[config.mk]
export PLATFORM = sky130hd
export DESIGN_NAME = ps2_mouse_packet_and_click_events_unit
export DESIGN_NICKNAME = d
export VERILOG_FILES = /design/src/ps2mce_pkg.sv /design/src/ps2mce_front.sv /design/src/ps2mce_fifo.sv /design/src/ps2mce_back.sv /design/src/ps2_mouse_packet_and_click_events_unit.sv
export VERILOG_INCLUDE_DIRS = /design/src /design/src/src
export SDC_FILE = /design/constraint.sdc
export NUM_CORES = 1
export LEC_CHECK = 0
export BUFFER_PORTS_ARGS = -buffer_cell sky130_fd_sc_hd__buf_2
export CAP_MARGIN = 20
export CORE_MARGIN = 10
export CORE_UTILIZATION = 55
export CTS_CLUSTER_SIZE = 8
export DETAILED_ROUTE_END_ITERATION = 6
export PLACE_DENSITY = 0.76
export SYNTH_ARGS = -nofsm -noshare
export SYNTH_HDL_FRONTEND = slang
export SYNTH_HIERARCHICAL = 1
export SYNTH_SLANG_ARGS = --single-unit
[constraint.sdc]
create_clock -name clk -period 4.8 [get_ports clk]
set_input_delay 1.44 -clock clk [delete_from_list [all_inputs] [get_ports clk]]
set_output_delay 1.44 -clock clk [all_outputs]
set_load 0.02 [all_outputs]
[src/ps2_mouse_packet_and_click_events_unit_macros.svh]
// ----------------------------------------------------------------------------
// PS/2 mouse packet unit: assertion macros
// Shared concurrent assertion forms, reset-qualified on the synchronous reset.
// ----------------------------------------------------------------------------
`ifndef PS2_MOUSE_PACKET_AND_CLICK_EVENTS_UNIT_MACROS_SVH
`define PS2_MOUSE_PACKET_AND_CLICK_EVENTS_UNIT_MACROS_SVH

// same-cycle implication
`define PS2MCE_ASSERT_NOW(label, clk, rst, ante, cons) \
  label: assert property (@(posedge clk) disable iff (rst) (ante) |-> (cons)) \
    else $error("ps2mce assertion failed");

// next-cycle implication
`define PS2MCE_ASSERT_NEXT(label, clk, rst, ante, cons) \
  label: assert property (@(posedge clk) disable iff (rst) (ante) |=> (cons)) \
    else $error("ps2mce assertion failed");

`endif

[src/ps2mce_pkg.sv]
// ----------------------------------------------------------------------------
// ps2mce_pkg
// Types and constants shared by the PS/2 mouse packet and click event unit.
// ----------------------------------------------------------------------------
`default_nettype none

package ps2mce_pkg;

  localparam int COORD_BITS = 11;
  localparam int TICK_BITS  = 32;
  localparam int WIN_BITS   = 16;
  localparam int CFG_IDX_BITS  = 2;
  localparam int CFG_DATA_BITS = 16;

  localparam logic [CFG_IDX_BITS-1:0] CFG_X_LIMIT       = 2'd0;
  localparam logic [CFG_IDX_BITS-1:0] CFG_Y_LIMIT       = 2'd1;
  localparam logic [CFG_IDX_BITS-1:0] CFG_DCLICK_WINDOW = 2'd2;

  localparam logic [COORD_BITS-1:0] WIDTH_RESET  = 11'd800;
  localparam logic [COORD_BITS-1:0] HEIGHT_RESET = 11'd600;
  localparam logic [WIN_BITS-1:0]   WINDOW_RESET = 16'd30;
  localparam logic [COORD_BITS-1:0] POS_X_RESET  = 11'd400;
  localparam logic [COORD_BITS-1:0] POS_Y_RESET  = 11'd300;

  // header byte bits
  localparam int HDR_LEFT  = 0;
  localparam int HDR_RIGHT = 1;
  localparam int HDR_MID   = 2;
  localparam int HDR_SYNC  = 3;
  localparam int HDR_XSIGN = 4;
  localparam int HDR_YSIGN = 5;

  typedef enum logic [2:0] {
    EV_NONE   = 3'd0,
    EV_LEFT   = 3'd1,
    EV_DOUBLE = 3'd2,
    EV_DRAG   = 3'd3,
    EV_RIGHT  = 3'd4
  } event_t;

  typedef struct packed {
    logic                 byte_ready;
    logic [7:0]           data_byte;
    logic [TICK_BITS-1:0] tick_now;
  } in_item_t;

  typedef struct packed {
    event_t                event_code;
    logic [COORD_BITS-1:0] cursor_x;
    logic [COORD_BITS-1:0] cursor_y;
  } out_item_t;

  // one complete packet, already sign extended, Y already negated
  typedef struct packed {
    logic                 left;
    logic                 right;
    logic signed [8:0]    dx;
    logic signed [9:0]    dy;
    logic [TICK_BITS-1:0] tick;
  } pkt_t;

endpackage

`default_nettype wire

[src/ps2mce_front.sv]
// ----------------------------------------------------------------------------
// ps2mce_front
// Byte framing: collects header, X and Y bytes and emits one packet record.
// ----------------------------------------------------------------------------
`default_nettype none

module ps2mce_front (
  input  wire                  clk,
  input  wire                  rst,
  input  wire                  in_valid,
  output logic                 in_ready,
  input  ps2mce_pkg::in_item_t in_item,
  output logic                 pkt_valid,
  input  wire                  pkt_ready,
  output ps2mce_pkg::pkt_t     pkt
);
  import ps2mce_pkg::*;

  typedef enum logic [1:0] {
    PH_HEADER = 2'd0,
    PH_X      = 2'd1,
    PH_Y      = 2'd2
  } phase_t;

  phase_t            phase;
  logic              left_in_packet;
  logic              right_in_packet;
  logic              x_negative;
  logic              y_negative;
  logic signed [8:0] x_delta;

  logic       take;
  logic [7:0] b;
  logic       hdr_ok;

  assign b      = in_item.data_byte;
  assign hdr_ok = b[HDR_SYNC] && !b[HDR_MID];
  // only the Y byte needs queue space
  assign in_ready  = pkt_ready || (phase != PH_Y);
  assign take      = in_valid && in_ready;
  assign pkt_valid = take && in_item.byte_ready && (phase == PH_Y);

  always_comb begin
    pkt.left  = left_in_packet;
    pkt.right = right_in_packet;
    pkt.dx    = x_delta;
    // sign extend to 10 bits first so that -(-256) stays representable
    pkt.dy    = -$signed({y_negative, y_negative, b});
    pkt.tick  = in_item.tick_now;
  end

  always_ff @(posedge clk) begin
    if (rst) begin
      phase           <= PH_HEADER;
      left_in_packet  <= 1'b0;
      right_in_packet <= 1'b0;
      x_negative      <= 1'b0;
      y_negative      <= 1'b0;
      x_delta         <= '0;
    end else if (take) begin
      if (!in_item.byte_ready) begin
        phase <= PH_HEADER;
      end else begin
        case (phase)
          PH_X: begin
            x_delta <= $signed({x_negative, b});
            phase   <= PH_Y;
          end
          PH_Y: begin
            phase <= PH_HEADER;
          end
          default: begin
            phase <= PH_HEADER;
            if (hdr_ok) begin
              left_in_packet  <= b[HDR_LEFT];
              right_in_packet <= b[HDR_RIGHT];
              x_negative      <= b[HDR_XSIGN];
              y_negative      <= b[HDR_YSIGN];
              phase           <= PH_X;
            end
          end
        endcase
      end
    end
  end

endmodule

`default_nettype wire

[src/ps2mce_fifo.sv]
// ----------------------------------------------------------------------------
// ps2mce_fifo
// Small packet queue between framing and event logic.
// ----------------------------------------------------------------------------
`default_nettype none
`include "ps2_mouse_packet_and_click_events_unit_macros.svh"

module ps2mce_fifo #(
  parameter int DEPTH = 2
) (
  input  wire               clk,
  input  wire               rst,
  input  wire               push_valid,
  output logic              push_ready,
  input  ps2mce_pkg::pkt_t  push_data,
  output logic              pop_valid,
  input  wire               pop_ready,
  output ps2mce_pkg::pkt_t  pop_data
);
  import ps2mce_pkg::*;

  localparam int AW = (DEPTH > 1) ? $clog2(DEPTH) : 1;
  localparam int CW = $clog2(DEPTH + 1);
  localparam logic [AW-1:0] LAST = AW'(DEPTH - 1);
  localparam logic [CW-1:0] FULL = CW'(DEPTH);

  pkt_t          mem [DEPTH];
  logic [AW-1:0] wr_ptr;
  logic [AW-1:0] rd_ptr;
  logic [CW-1:0] count;
  logic          push;
  logic          pop;

  assign push_ready = (count != FULL);
  assign pop_valid  = (count != '0);
  assign push       = push_valid && push_ready;
  assign pop        = pop_valid && pop_ready;
  assign pop_data   = mem[rd_ptr];

  always_ff @(posedge clk) begin
    if (push) begin
      mem[wr_ptr] <= push_data;
    end
  end

  always_ff @(posedge clk) begin
    if (rst) begin
      wr_ptr <= '0;
      rd_ptr <= '0;
      count  <= '0;
    end else begin
      if (push) begin
        wr_ptr <= (wr_ptr == LAST) ? '0 : wr_ptr + 1'b1;
      end
      if (pop) begin
        rd_ptr <= (rd_ptr == LAST) ? '0 : rd_ptr + 1'b1;
      end
      case ({push, pop})
        2'b10:   count <= count + 1'b1;
        2'b01:   count <= count - 1'b1;
        default: count <= count;
      endcase
    end
  end

  `PS2MCE_ASSERT_NOW(a_count_bound, clk, rst, 1'b1, count <= FULL)
  `PS2MCE_ASSERT_NEXT(a_push_only_grows, clk, rst, push && !pop, count == $past(count) + 1'b1)

endmodule

`default_nettype wire

[src/ps2mce_back.sv]
// ----------------------------------------------------------------------------
// ps2mce_back
// Click event decision, cursor move and clamp, output register.
// ----------------------------------------------------------------------------
`default_nettype none
`include "ps2_mouse_packet_and_click_events_unit_macros.svh"

module ps2mce_back (
  input  wire                                        clk,
  input  wire                                        rst,
  input  wire                                        cfg_write,
  input  wire [ps2mce_pkg::CFG_IDX_BITS-1:0]         cfg_index,
  input  wire [ps2mce_pkg::CFG_DATA_BITS-1:0]        cfg_data,
  input  wire                                        pkt_valid,
  output logic                                       pkt_ready,
  input  ps2mce_pkg::pkt_t                           pkt,
  output logic                                       out_valid,
  input  wire                                        out_ready,
  output ps2mce_pkg::out_item_t                      out_item
);
  import ps2mce_pkg::*;

  localparam int SUM_W = COORD_BITS + 2;

  logic [COORD_BITS-1:0] x_limit;
  logic [COORD_BITS-1:0] y_limit;
  logic [WIN_BITS-1:0]   dclick_window;

  logic                  left_held;
  logic                  right_held;
  logic [TICK_BITS-1:0]  last_release_tick;
  logic                  release_recorded;
  event_t                previous_event;
  logic [COORD_BITS-1:0] position_x;
  logic [COORD_BITS-1:0] position_y;

  logic                  left_held_next;
  logic                  right_held_next;
  logic [TICK_BITS-1:0]  last_release_tick_next;
  logic                  release_recorded_next;
  event_t                ev;
  logic [COORD_BITS-1:0] position_x_next;
  logic [COORD_BITS-1:0] position_y_next;
  logic [TICK_BITS-1:0]  tick_diff;
  logic                  pop;

  function automatic logic [COORD_BITS-1:0] clamp(input logic signed [SUM_W-1:0] v,
                                                   input logic [COORD_BITS-1:0] lim);
    logic signed [SUM_W-1:0] lim_s;
    lim_s = $signed({2'b00, lim});
    if (v < 0) begin
      return '0;
    end else if (v > lim_s) begin
      return lim;
    end else begin
      return v[COORD_BITS-1:0];
    end
  endfunction

  assign pkt_ready = !out_valid || out_ready;
  assign pop       = pkt_valid && pkt_ready;
  assign tick_diff = pkt.tick - last_release_tick;

  always_comb begin
    left_held_next         = left_held;
    right_held_next        = right_held;
    last_release_tick_next = last_release_tick;
    release_recorded_next  = release_recorded;
    ev                     = EV_NONE;
    if (pkt.left) begin
      if (!left_held) begin
        left_held_next = 1'b1;
      end else begin
        ev = EV_DRAG;
      end
    end else if (left_held) begin
      left_held_next = 1'b0;
      if (release_recorded && (tick_diff <= TICK_BITS'(dclick_window))) begin
        ev                    = EV_DOUBLE;
        release_recorded_next = 1'b0;
      end else begin
        ev                     = (previous_event == EV_DRAG) ? EV_NONE : EV_LEFT;
        release_recorded_next  = 1'b1;
        last_release_tick_next = pkt.tick;
      end
    end
    // right release overrides any left event
    if (pkt.right) begin
      right_held_next = 1'b1;
    end else if (right_held) begin
      right_held_next = 1'b0;
      ev              = EV_RIGHT;
    end
    position_x_next = clamp($signed({2'b00, position_x}) + SUM_W'(pkt.dx), x_limit);
    position_y_next = clamp($signed({2'b00, position_y}) + SUM_W'(pkt.dy), y_limit);
  end

  always_ff @(posedge clk) begin
    if (rst) begin
      x_limit       <= WIDTH_RESET;
      y_limit       <= HEIGHT_RESET;
      dclick_window <= WINDOW_RESET;
    end else if (cfg_write) begin
      case (cfg_index)
        CFG_X_LIMIT:       x_limit       <= cfg_data[COORD_BITS-1:0];
        CFG_Y_LIMIT:       y_limit       <= cfg_data[COORD_BITS-1:0];
        CFG_DCLICK_WINDOW: dclick_window <= cfg_data[WIN_BITS-1:0];
        default: ;
      endcase
    end
  end

  always_ff @(posedge clk) begin
    if (rst) begin
      left_held         <= 1'b0;
      right_held        <= 1'b0;
      last_release_tick <= '0;
      release_recorded  <= 1'b0;
      previous_event    <= EV_NONE;
      position_x        <= POS_X_RESET;
      position_y        <= POS_Y_RESET;
      out_valid         <= 1'b0;
    end else begin
      if (pop) begin
        left_held         <= left_held_next;
        right_held        <= right_held_next;
        last_release_tick <= last_release_tick_next;
        release_recorded  <= release_recorded_next;
        previous_event    <= ev;
        position_x        <= position_x_next;
        position_y        <= position_y_next;
        out_valid         <= 1'b1;
      end else if (out_ready) begin
        out_valid <= 1'b0;
      end
    end
  end

  always_ff @(posedge clk) begin
    if (pop) begin
      out_item.event_code <= ev;
      out_item.cursor_x   <= position_x_next;
      out_item.cursor_y   <= position_y_next;
    end
  end

  `PS2MCE_ASSERT_NEXT(a_pop_fills_out, clk, rst, pop, out_valid)
  `PS2MCE_ASSERT_NEXT(a_event_tracked, clk, rst, pop, previous_event == out_item.event_code)

endmodule

`default_nettype wire

[src/ps2_mouse_packet_and_click_events_unit.sv]
// PS/2 mouse packet decoder with click events.
// Input channel (in_valid/in_ready/in_item) carries one mouse byte per request,
// tagged with byte_ready and the current tick. A byte with byte_ready low
// restarts framing at the header. Bad headers (sync bit clear or middle
// button set) are dropped. Each complete header/X/Y packet gives one result
// on the output channel (out_valid/out_ready/out_item): the click event and
// the clamped cursor position. Header and X bytes give no result.
// Throughput: one byte per cycle unless a Y byte stalls on a full queue. A
// result passes the packet queue, then the output register, to out_valid.
// The framing front end stalls only on a Y byte while the packet queue is
// full; the queue fills when the receiver holds out_ready low, so a stalled
// receiver backs up to the input after QUEUE_DEPTH packets plus one result.
// Reset (rst, synchronous) restores framing to header expected, clears the
// button and release history, centers the cursor at 400,300 and loads the
// register defaults 800, 600, 30. Registers are written through cfg_write,
// cfg_index and cfg_data; the user must do so only while the unit is idle,
// which the unit does not enforce. Unknown indexes are ignored.
// ----------------------------------------------------------------------------
// ps2_mouse_packet_and_click_events_unit
// Top level: framing front end, packet queue, event and cursor back end.
// ----------------------------------------------------------------------------
`default_nettype none

module ps2_mouse_packet_and_click_events_unit #(
  parameter int QUEUE_DEPTH = 2
) (
  input  wire                                 clk,
  input  wire                                 rst,
  input  wire                                 in_valid,
  output logic                                in_ready,
  input  ps2mce_pkg::in_item_t                in_item,
  output logic                                out_valid,
  input  wire                                 out_ready,
  output ps2mce_pkg::out_item_t               out_item,
  input  wire                                 cfg_write,
  input  wire [ps2mce_pkg::CFG_IDX_BITS-1:0]  cfg_index,
  input  wire [ps2mce_pkg::CFG_DATA_BITS-1:0] cfg_data
);
  import ps2mce_pkg::*;

  pkt_t front_pkt;
  logic front_valid;
  logic front_ready;
  pkt_t back_pkt;
  logic back_valid;
  logic back_ready;

  ps2mce_front u_front (
    .clk       (clk),
    .rst       (rst),
    .in_valid  (in_valid),
    .in_ready  (in_ready),
    .in_item   (in_item),
    .pkt_valid (front_valid),
    .pkt_ready (front_ready),
    .pkt       (front_pkt)
  );

  ps2mce_fifo #(
    .DEPTH (QUEUE_DEPTH)
  ) u_fifo (
    .clk        (clk),
    .rst        (rst),
    .push_valid (front_valid),
    .push_ready (front_ready),
    .push_data  (front_pkt),
    .pop_valid  (back_valid),
    .pop_ready  (back_ready),
    .pop_data   (back_pkt)
  );

  ps2mce_back u_back (
    .clk       (clk),
    .rst       (rst),
    .cfg_write (cfg_write),
    .cfg_index (cfg_index),
    .cfg_data  (cfg_data),
    .pkt_valid (back_valid),
    .pkt_ready (back_ready),
    .pkt       (back_pkt),
    .out_valid (out_valid),
    .out_ready (out_ready),
    .out_item  (out_item)
  );

endmodule

`default_nettype wire

## Word level (Yosys, flattened, before mapping)

Memory sizes are Yosys's and may differ from the RTL's. A register that Yosys moved wholly into a read port is not among the register bits.
Cells that the tools add are included.

- Add/subtract/negate cells: 8
- Multiply operators: 0
- Divide/modulo/power cells: 0
- Order comparisons: 5
- Equal/unequal tests: 9
- Shifts and indexed selects: 0
- Mux-type cells: 26
- Bitwise gates (word level): 3
- Reduce and logical (&&, ||, !) cells: 23

Operator list:

| kind | number |
|---|---|
| 2-to-1 mux 11 bit | 4 |
| <= comparator 32 x 16 -> 1 bit | 1 |
| subtractor 32 bit | 1 |
| > comparator 13 x 12 -> 1 bit | 2 |
| < comparator 13 x 1 -> 1 bit, second input constant | 2 |
| 2-to-1 mux 3 bit | 5 |
| adder 12 x 10 -> 13 bit | 1 |
| adder 12 x 9 -> 13 bit | 1 |
| 2-to-1 mux 1 bit | 13 |
| negation 9 -> 10 bit | 1 |
| one-hot mux 2 bit (2 select lines) | 2 |
| AND reduction 4 bit | 2 |
| logical AND 1 bit | 7 |
| == test 2 x 1 -> 1 bit, second input constant | 3 |
| == test 2 bit, second input constant | 3 |
| AND reduction 2 bit | 3 |
| AND reduction 3 bit | 2 |
| nonzero test 2 bit | 3 |
| 2-to-1 mux 2 bit | 2 |
| != test 2 bit, second input constant | 2 |
| == test 3 x 2 -> 1 bit, second input constant | 1 |
| inverter 1 bit | 3 |
| adder 1 bit, second input constant | 2 |
| adder 2 x 1 -> 2 bit, second input constant | 1 |
| other kinds (5) | 7 |

- Register bits after elaboration: 143
- Bits in latches: 0
- RAM bits: 106
- ROM bits: 0
- Input port bits: 64
- Output and inout bits: 27
- Logic and storage cells: 98
- Memories: 1

Memories:

| name | depth | bits a word | rd ports | clocked after Yosys merged registers in | wr ports | line | RTL |
|---|---|---|---|---|---|---|---|
| u_fifo.mem | 2 | 53 | 1 | 1 | 1 | ps2mce_fifo.sv:27 | `pkt_t mem [DEPTH];` |

## Logic depth before layout (Yosys ltp)

Gate-level depths: netlist of the first run.

- Word-level depth: 8
- Mapped depth: 25
- Gate-level depth less buffers: 21

## By module

Netlist of the first run, hierarchy kept.

Modules (own cells, without submodules):

| module | times used | cells each | area an instance (µm²) | sequential area each (µm²) |
|---|---|---|---|---|
| ps2mce_back | 1 | 1104 | 8954.8 | 2732.6 |
| ps2mce_fifo | 1 | 189 | 4032.6 | 3283.1 |
| ps2mce_front | 1 | 127 | 1142.3 | 300.3 |

## Least setup slack after synthesis of the first run

OpenSTA, ideal clock, no wires.

- Kind: register -> register
- From: reg with a tool-made name
- To: reg u_back.last_release_tick[10]
- Library setup time: 120 ps
- Arrival time: 5019 ps
- Required time: 4680 ps
- Slack: -339 ps
- Stages on the path, launching flop included: 25
- Path buffers: 4
- Period minus slack after synthesis: 5139 ps
- Cells stage by stage: dfxtp_1 -> buf_2 -> buf_2 -> mux2_2 -> ha_1 -> a21o_1 -> a21oi_1 -> a21oi_2 -> nor2_1 -> o21a_1 -> o21ai_0 -> xor2_1 -> ha_1 -> nand4_1 -> or4_1 -> nor3_1 -> a31oi_1 -> or4_1 -> nor4_2 -> nand4_1 -> and4bb_1 -> buf_4 -> nor2_2 -> buf_6 -> mux2i_1

RTL lines:

| what | line | RTL |
|---|---|---|
| to (signal assigned) | ps2mce_back.sv:127 | `last_release_tick <= last_release_tick_next;` |
| to (decl) | ps2mce_back.sv:31 | `logic [TICK_BITS-1:0] last_release_tick;` |

==> results of run 1 <==
what timing repair did:
item / in CTS / in global routing
resized for setup: 47 / 115
pin swaps: 26 / 33
buffers inserted: 30 / 15
setup endpoints to repair: 73 / 81
hold buffers: 0 / 0
gates cloned: 3 / 3
state kept, by name, indices dropped and copies added (netlist names), 2 cells and up, named ones only:
register and flops:
u_back/position_x 11, u_back/position_y 11, u_back/previous_event 3, u_fifo/mem 106, u_fifo/count 2, u_back/out_item 25
u_back/dclick_window 16, u_front/phase 2, u_back/last_release_tick 32, u_front/x_delta 9, u_back/x_limit 11, u_back/y_limit 11
metrics by stage:
step | instances | instance area [µm²] | util | total power, mW
4_1_cts | 1962 | 17100 | 0.676 | 6.75
5_1_grt | 1980 | 17700 | 0.701 | 7.53
2_1_floorplan | 1420 | 14300 | - | 3.61
6_report | 1981 | 17700 | 0.701 | 7.19
3_5_place_dp | 1862 | 15400 | 0.611 | 4.26
3_3_place_gp | 1862 | 15400 | 0.611 | 4.23
cell usage after synthesis (5+ instances only):
library cell | n | area (µm²)
a211oi_1 | 7 | 52.6
clkbuf_1 | 30 | 113
nand4_1 | 15 | 93.8
a21oi_1 | 108 | 541
nand2b_1 | 94 | 588
a21o_1 | 17 | 128
o21ai_0 | 47 | 235
a31oi_1 | 9 | 56.3
nand3_1 | 19 | 95.1
mux2i_1 | 65 | 651
dfxtp_1 | 119 | 2380
nor2_1 | 83 | 312
and2_1 | 7 | 43.8
or3_1 | 9 | 56.3
xor2_1 | 14 | 123
buf_2 | 9 | 45.0
nor2b_1 | 17 | 106
or2_2 | 8 | 50.1
edfxtp_1 | 131 | 3930
and3_1 | 7 | 43.8
o21ai_1 | 20 | 100
nand2_1 | 127 | 477
mux2_2 | 53 | 597
a211o_1 | 11 | 96.3
inv_1 | 97 | 364
buf_6 | 5 | 56.3
o211ai_1 | 6 | 45.0
o21a_1 | 13 | 97.6
xnor2_1 | 30 | 263
buf_4 | 36 | 270
ha_1 | 98 | 1230
nor3_1 | 15 | 75.1
nand3b_1 | 11 | 82.6
o31ai_1 | 6 | 45.0
worst max-delay path: stages (launching register included):
cell,delay (ps)
dfxtp_4,380
buf_12,140
mux2_4,330
ha_4,260
nor2b_4,160
o2111ai_4,160
a21oi_2,200
nor2_2,70
o21a_1,200
o21ai_2,140
xor2_1,90
ha_1,300
nand4_1,130
or4_4,510
nor3_2,180
a31oi_1,50
or4_1,490
nor4_2,150
nand4_1,120
and4bb_2,370
buf_6,130
nor2_1,40
o21ba_1,160
power breakdown:
group          internal, mW  switching [mW]  leakage [nW]
clock network          1.46           0.928         0.511
logic                  1.20            1.20          4.13
registers              2.37          0.0437          2.16
logic make-up after synthesis:
| kind of cell | synth area share |
|---|---|
| AO/OA/AOI/OAI | 0.126 |
| XOR/XNOR | 0.0273 |
| adder cells (fa/ha/maj) | 0.0910 |
| buffers and inverters | 0.0616 |
| flip-flops | 0.447 |
| multiplexers | 0.0883 |
| AND/OR/NAND/NOR | 0.159 |
final cells by class:
cell class	instances	area (µm²)	share of cell area
Multi-Input combinational cell	987	7710	0.436
Sequential cell	250	6320	0.357
Timing Repair Buffer	246	1810	0.102
Clock buffer	64	1030	0.0580
Tap cell	330	413	0.0233
Inverter	99	372	0.0210
Clock inverter	4	46.3	0.00262
Antenna cell	1	2.50	0.000141
metal layers:
layer | vias to the layer above | share of wire | GRT usage
li1 | 5419 | - | -
met1 | 5452 | 0.45 | 0.293
met2 | 439 | 0.46 | 0.330
met3 | 79 | 0.071 | 0.0386
met4 | 0 | 0.025 | 0.0617
met5 | - | 0 | 0
worst paths after layout:
check / from / end / slack (ps)
setup reg to reg: flip-flop / u_back/out_item[22] / -200
hold / removal: u_back/position_x[6] / u_back/position_x[6] / 460
hold reg to reg: u_back/position_x[6] / u_back/position_x[6] / 460
setup / recovery: flip-flop / u_back/out_item[22] / -200
==> impl_metrics.yaml, run 1 <==
clocking:
  cts_tree: "built"
  clkTransAtPathRegs_ps: 50
  clk_latency_ps: 520
  htreeDepth: 2
  cts_root_buf: "clkbuf_16"
  cts_sinks: 250
  clock_path_buffers: 3
  numCtsBuffers: 37
yosys:
  synthCells: 1420
  ys.flop_type: "edfxtp_1"
  synth-seq-cells: 250
  synth-edff-count: 131
  ys_types: 76
  yosysSeqAreaShare: 0.447
  ys_warn_count: 6
  syn_area_per_cell_um2: 9.95
  synthArstFlopShare: 0
  syn_nets: 1585
  syn_area_um2: 14100
layout:
  layout_commonest_cell: "buf_4"
  drive_gt1_frac: 0.279
  area_delta_synth_final_pct: 25.3
  nets: 1786
  layout_common_cells: "buf_4, edfxtp_1, nand2_1"
  fillers: 1774
route:
  drt_wl_total_um: 37000
  routedWlPerCell_um: 18.7
  post_drt_via_cell_ratio: 5.75
  antenna_left: 0
  post-route-drc-count: 0
  vias: 11400
  first_pass_iters: 6
  drt_iter0_markers: 1009
sta:
  slew_viol_final: 0
  worst_slew_pin_slew_ps: 902
  period_minus_slack_ps: 5000
  timing.final.hold_violations: 0
  skew_ps: 19.0
  setup_violations: 56
  fin_crit_sh: 1.04
  fin_ws_ps: -203
  setup_tns_ps: -6880
  max_freq_ghz: 0.200
  timing.hold.ws_ps: 457
  rsz0062_at_grt: "true"
  max_slew_margin: 0.383
pwr:
  max-vdd-ir-drop_v: 0.000285
  leakage_nw: 6.80
  power_density_nw_per_um2: 406
critical_path:
  r2r_cells: 22
  cp-end-kind: "flip-flop"
  worstSetupPathType: "reg2reg"
  required_ps: 5070
  crit_arrival_ps: 5270
  crit_path_start_kind: "flip-flop"
  cp_max_fo: 8
job:
  max_cap_viol_count: 0
floorplan:
  die_area_um2: 32500
  core_um2: 25300
  start_util: 0.560
  die_w_um: 180
  io_pins: 91
  dieHeight_um: 180
  placementRows: 58
run_status:
  violations: "negative setup slack"
  status: "complete, but fails checks"
grt:
  grt_max_degree: 88
  globalRouteTotalUtil: 0.211
  antenna_found_initial: 0
  grt_pass1_vias: 11100
  grt_overflow: 0
  grt_first_pass_wirelength_um: 57600
hold_path:
  hold_path.class: "reg2reg"
  hold_depth: 2
placed_design:
  place_ws_ps: -439
  io_buffers: 90
  dpl.hpwl_um: 25000
  globalplace.congestion: 0.922
Power figures use the tool's default switching activity.
==> run 2: changes to the inputs <==
CELL_PAD_IN_SITES_DETAIL_PLACEMENT = 0   (was unset)
CELL_PAD_IN_SITES_GLOBAL_PLACEMENT = 1   (was unset)
CORE_UTILIZATION = 44   (was 55)
PLACE_DENSITY = unset   (was 0.76)
PLACE_DENSITY_LB_ADDON = 0.1   (was unset)
==> run 2 against run 1 <==
  * The flow still finishes with violations (negative setup slack)
  * Largest cell class unchanged
  * Setup slack better by 37 ps
  * Wire length is 3.4% lower
  * Final cell count up 2.3%
  * Worst hold slack worse by 6.3 ps
  * Count of clock-buffer cells in the layout unchanged
  * Flip-flop and latch count stayed put
  * Clock power increased by 2%
  * Register-to-register slack gained 40 ps
  * Sequential power hardly changed
  * Global-route usage fell by 3.3 points
==> impl_metrics.yaml, run 2 (synthesized netlist as in run 1, its figures left out) <==
clocking:
  clkTransAtPathRegs_ps: 50
  clk_latency_ps: 520
  clock_path_buffers: 3
  cts_root_buf: "clkbuf_16"
  cts_sinks: 250
  htreeDepth: 2
  numCtsBuffers: 37
  cts_hold_buf: 0
  cts_tree: "built"
sta:
  fin_crit_sh: 1.03
  fin_ws_ps: -166
  setup_tns_ps: -4660
  worst_slew_pin_slew_ps: 899
  timing.final.hold_violations: 0
  slew_viol_final: 0
  rsz0062_at_grt: "true"
  period_minus_slack_ps: 4970
  max_slew_margin: 0.398
  setup_violations: 37
  skew_ps: 13.4
  max_freq_ghz: 0.201
layout:
  fin_cells: 2027
  layout_common_cells: "edfxtp_1, nand2_1, dfxtp_1"
  nets: 1762
  fillers: 2810
  regArea_um2: 6320
  fin_area_um2: 17600
  top_register: "u_fifo/mem"
  largest_register_ffs: 106
  drive_gt1_frac: 0.264
  area_delta_synth_final_pct: 24.2
  multi_input_area_um2: 7690
  layout_commonest_cell: "edfxtp_1"
  n_antenna_cell: 0
  reg_top3: "u_fifo/mem: 106 flops, u_back/last_release_tick: 32 flops, u_back/out_item: 25 flops"
floorplan:
  dieHeight_um: 199
  die_w_um: 199
  start_util: 0.447
  placementRows: 65
  die_area_um2: 39700
  io_pins: 91
  core_um2: 31600
route:
  antenna_left: 0
  post-route-drc-count: 0
  first_pass_iters: 5
  post_drt_via_cell_ratio: 5.25
  drt_iter0_markers: 565
  vias: 10600
  routedWlPerCell_um: 17.7
  drt_wl_total_um: 35800
grt:
  grt_pass1_vias: 10600
  grt_max_degree: 120
  antenna_found_initial: 0
  grt_overflow: 0
  globalRouteTotalUtil: 0.179
  grt_first_pass_wirelength_um: 56700
job:
  max_cap_viol_count: 0
critical_path:
  crit_arrival_ps: 5350
  worstSetupPathType: "reg2reg"
  cp-end-kind: "flip-flop"
  cp_max_fo: 19
  required_ps: 5190
  crit_path_start_kind: "flip-flop"
placed_design:
  place_ws_ps: -475
  dpl_cell_area_um2: 15600
  dp_cells: 1935
  io_buffers: 90
  globalplace.congestion: 0.871
  dpl.hpwl_um: 26200
pwr:
  power_density_nw_per_um2: 404
  leakage_nw: 6.68
  max-vdd-ir-drop_v: 0.000255
run_status:
  violations: "negative setup slack"
  status: "complete, but fails checks"
hold_path:
  hold_path.class: "reg2reg"
-- run 2: cell types whose count changed in the layout (fill, tap and decap cells not counted), moves of 2 or more --
cell / change
a21oi_1: -2
a31oi_2: +2
a31oi_4: -2
buf_4: -21
clkbuf_16: -3
clkinv_8: +2
nor2_1: +6
nor2_2: -5
o31ai_1: +2
o31ai_2: -2
-- run 2: final cells by class --
| cell class | count | area share |
|---|---|---|
| clock buffer | 64 | 0.0597 |
| tap | 402 | 0.0287 |
| clock inverter | 3 | 0.00235 |
| inverter | 99 | 0.0213 |
| multi-input combinational | 987 | 0.438 |
| timing repair buffer | 222 | 0.0900 |
| sequential | 250 | 0.360 |
-- run 2: power breakdown --
part | switching, mW | total (mW) | internal (mW) | leakage (nW)
logic | 1.16 | 2.26 | 1.09 | 4.00
clock network | 0.936 | 2.42 | 1.48 | 0.517
registers | 0.0420 | 2.41 | 2.37 | 2.16
-- run 2: final timing paths --
| kind | startpoint | cells past startpoint | slack [ps] | to |
|---|---|---|---|---|
| max reg2reg | flip-flop | 22 | -170 | u_back/last_release_tick[10] |
| min reg2reg | u_front/x_delta[6] | 0 | 450 | u_fifo/mem[0][48] |
| max | flip-flop | 22 | -170 | u_back/last_release_tick[10] |
| min | u_front/x_delta[6] | 0 | 450 | u_fifo/mem[0][48] |
-- run 2: worst max-delay path, stage by stage, from the launching register on --
cell and delay (ps):
dfxtp_4 370, buf_12 140, mux2_4 200, inv_4 40, ha_4 150, fa_2 360
nand2b_4 150, a21o_1 190, a211oi_2 290, nor3_2 70, xnor2_1 150, ha_1 310
nand4_1 150, or4_4 580, nor3_2 120, a31oi_1 60, or4_1 500, nor4_2 140
nand4_1 110, and4bb_4 380, nor2_4 80, buf_12 180, mux2i_1 130
-- run 2: what timing repair did --
item | 4_1_cts | 5_1_grt
setup buffers | 12 | 13
endpoints found under the setup margin | 73 | 81
gates resized for setup | 106 | 38
gates cloned | 2 | 0
pin swaps | 57 | 37
-- run 2: per-layer routing --
layer	wire, µm	track usage	up-vias	share of wire
li1	-	-	5364	-
met1	18300	0.260	5047	0.51
met2	15200	0.269	191	0.43
met3	1690	0.0294	42	0.047
met4	606	0.0435	0	0.017
met5	0	0	-	0
-- run 2: metrics by stage --
stage | power [mW] | utilization | hold WS [ps]
4_1_cts | 7.05 | 0.547 | 452
3_3_place_gp | 4.23 | 0.492 | 434
2_1_floorplan | 3.61 | - | 427
6_report | 7.09 | 0.555 | 450
5_1_grt | 7.46 | 0.555 | 468
3_5_place_dp | 4.23 | 0.492 | 441
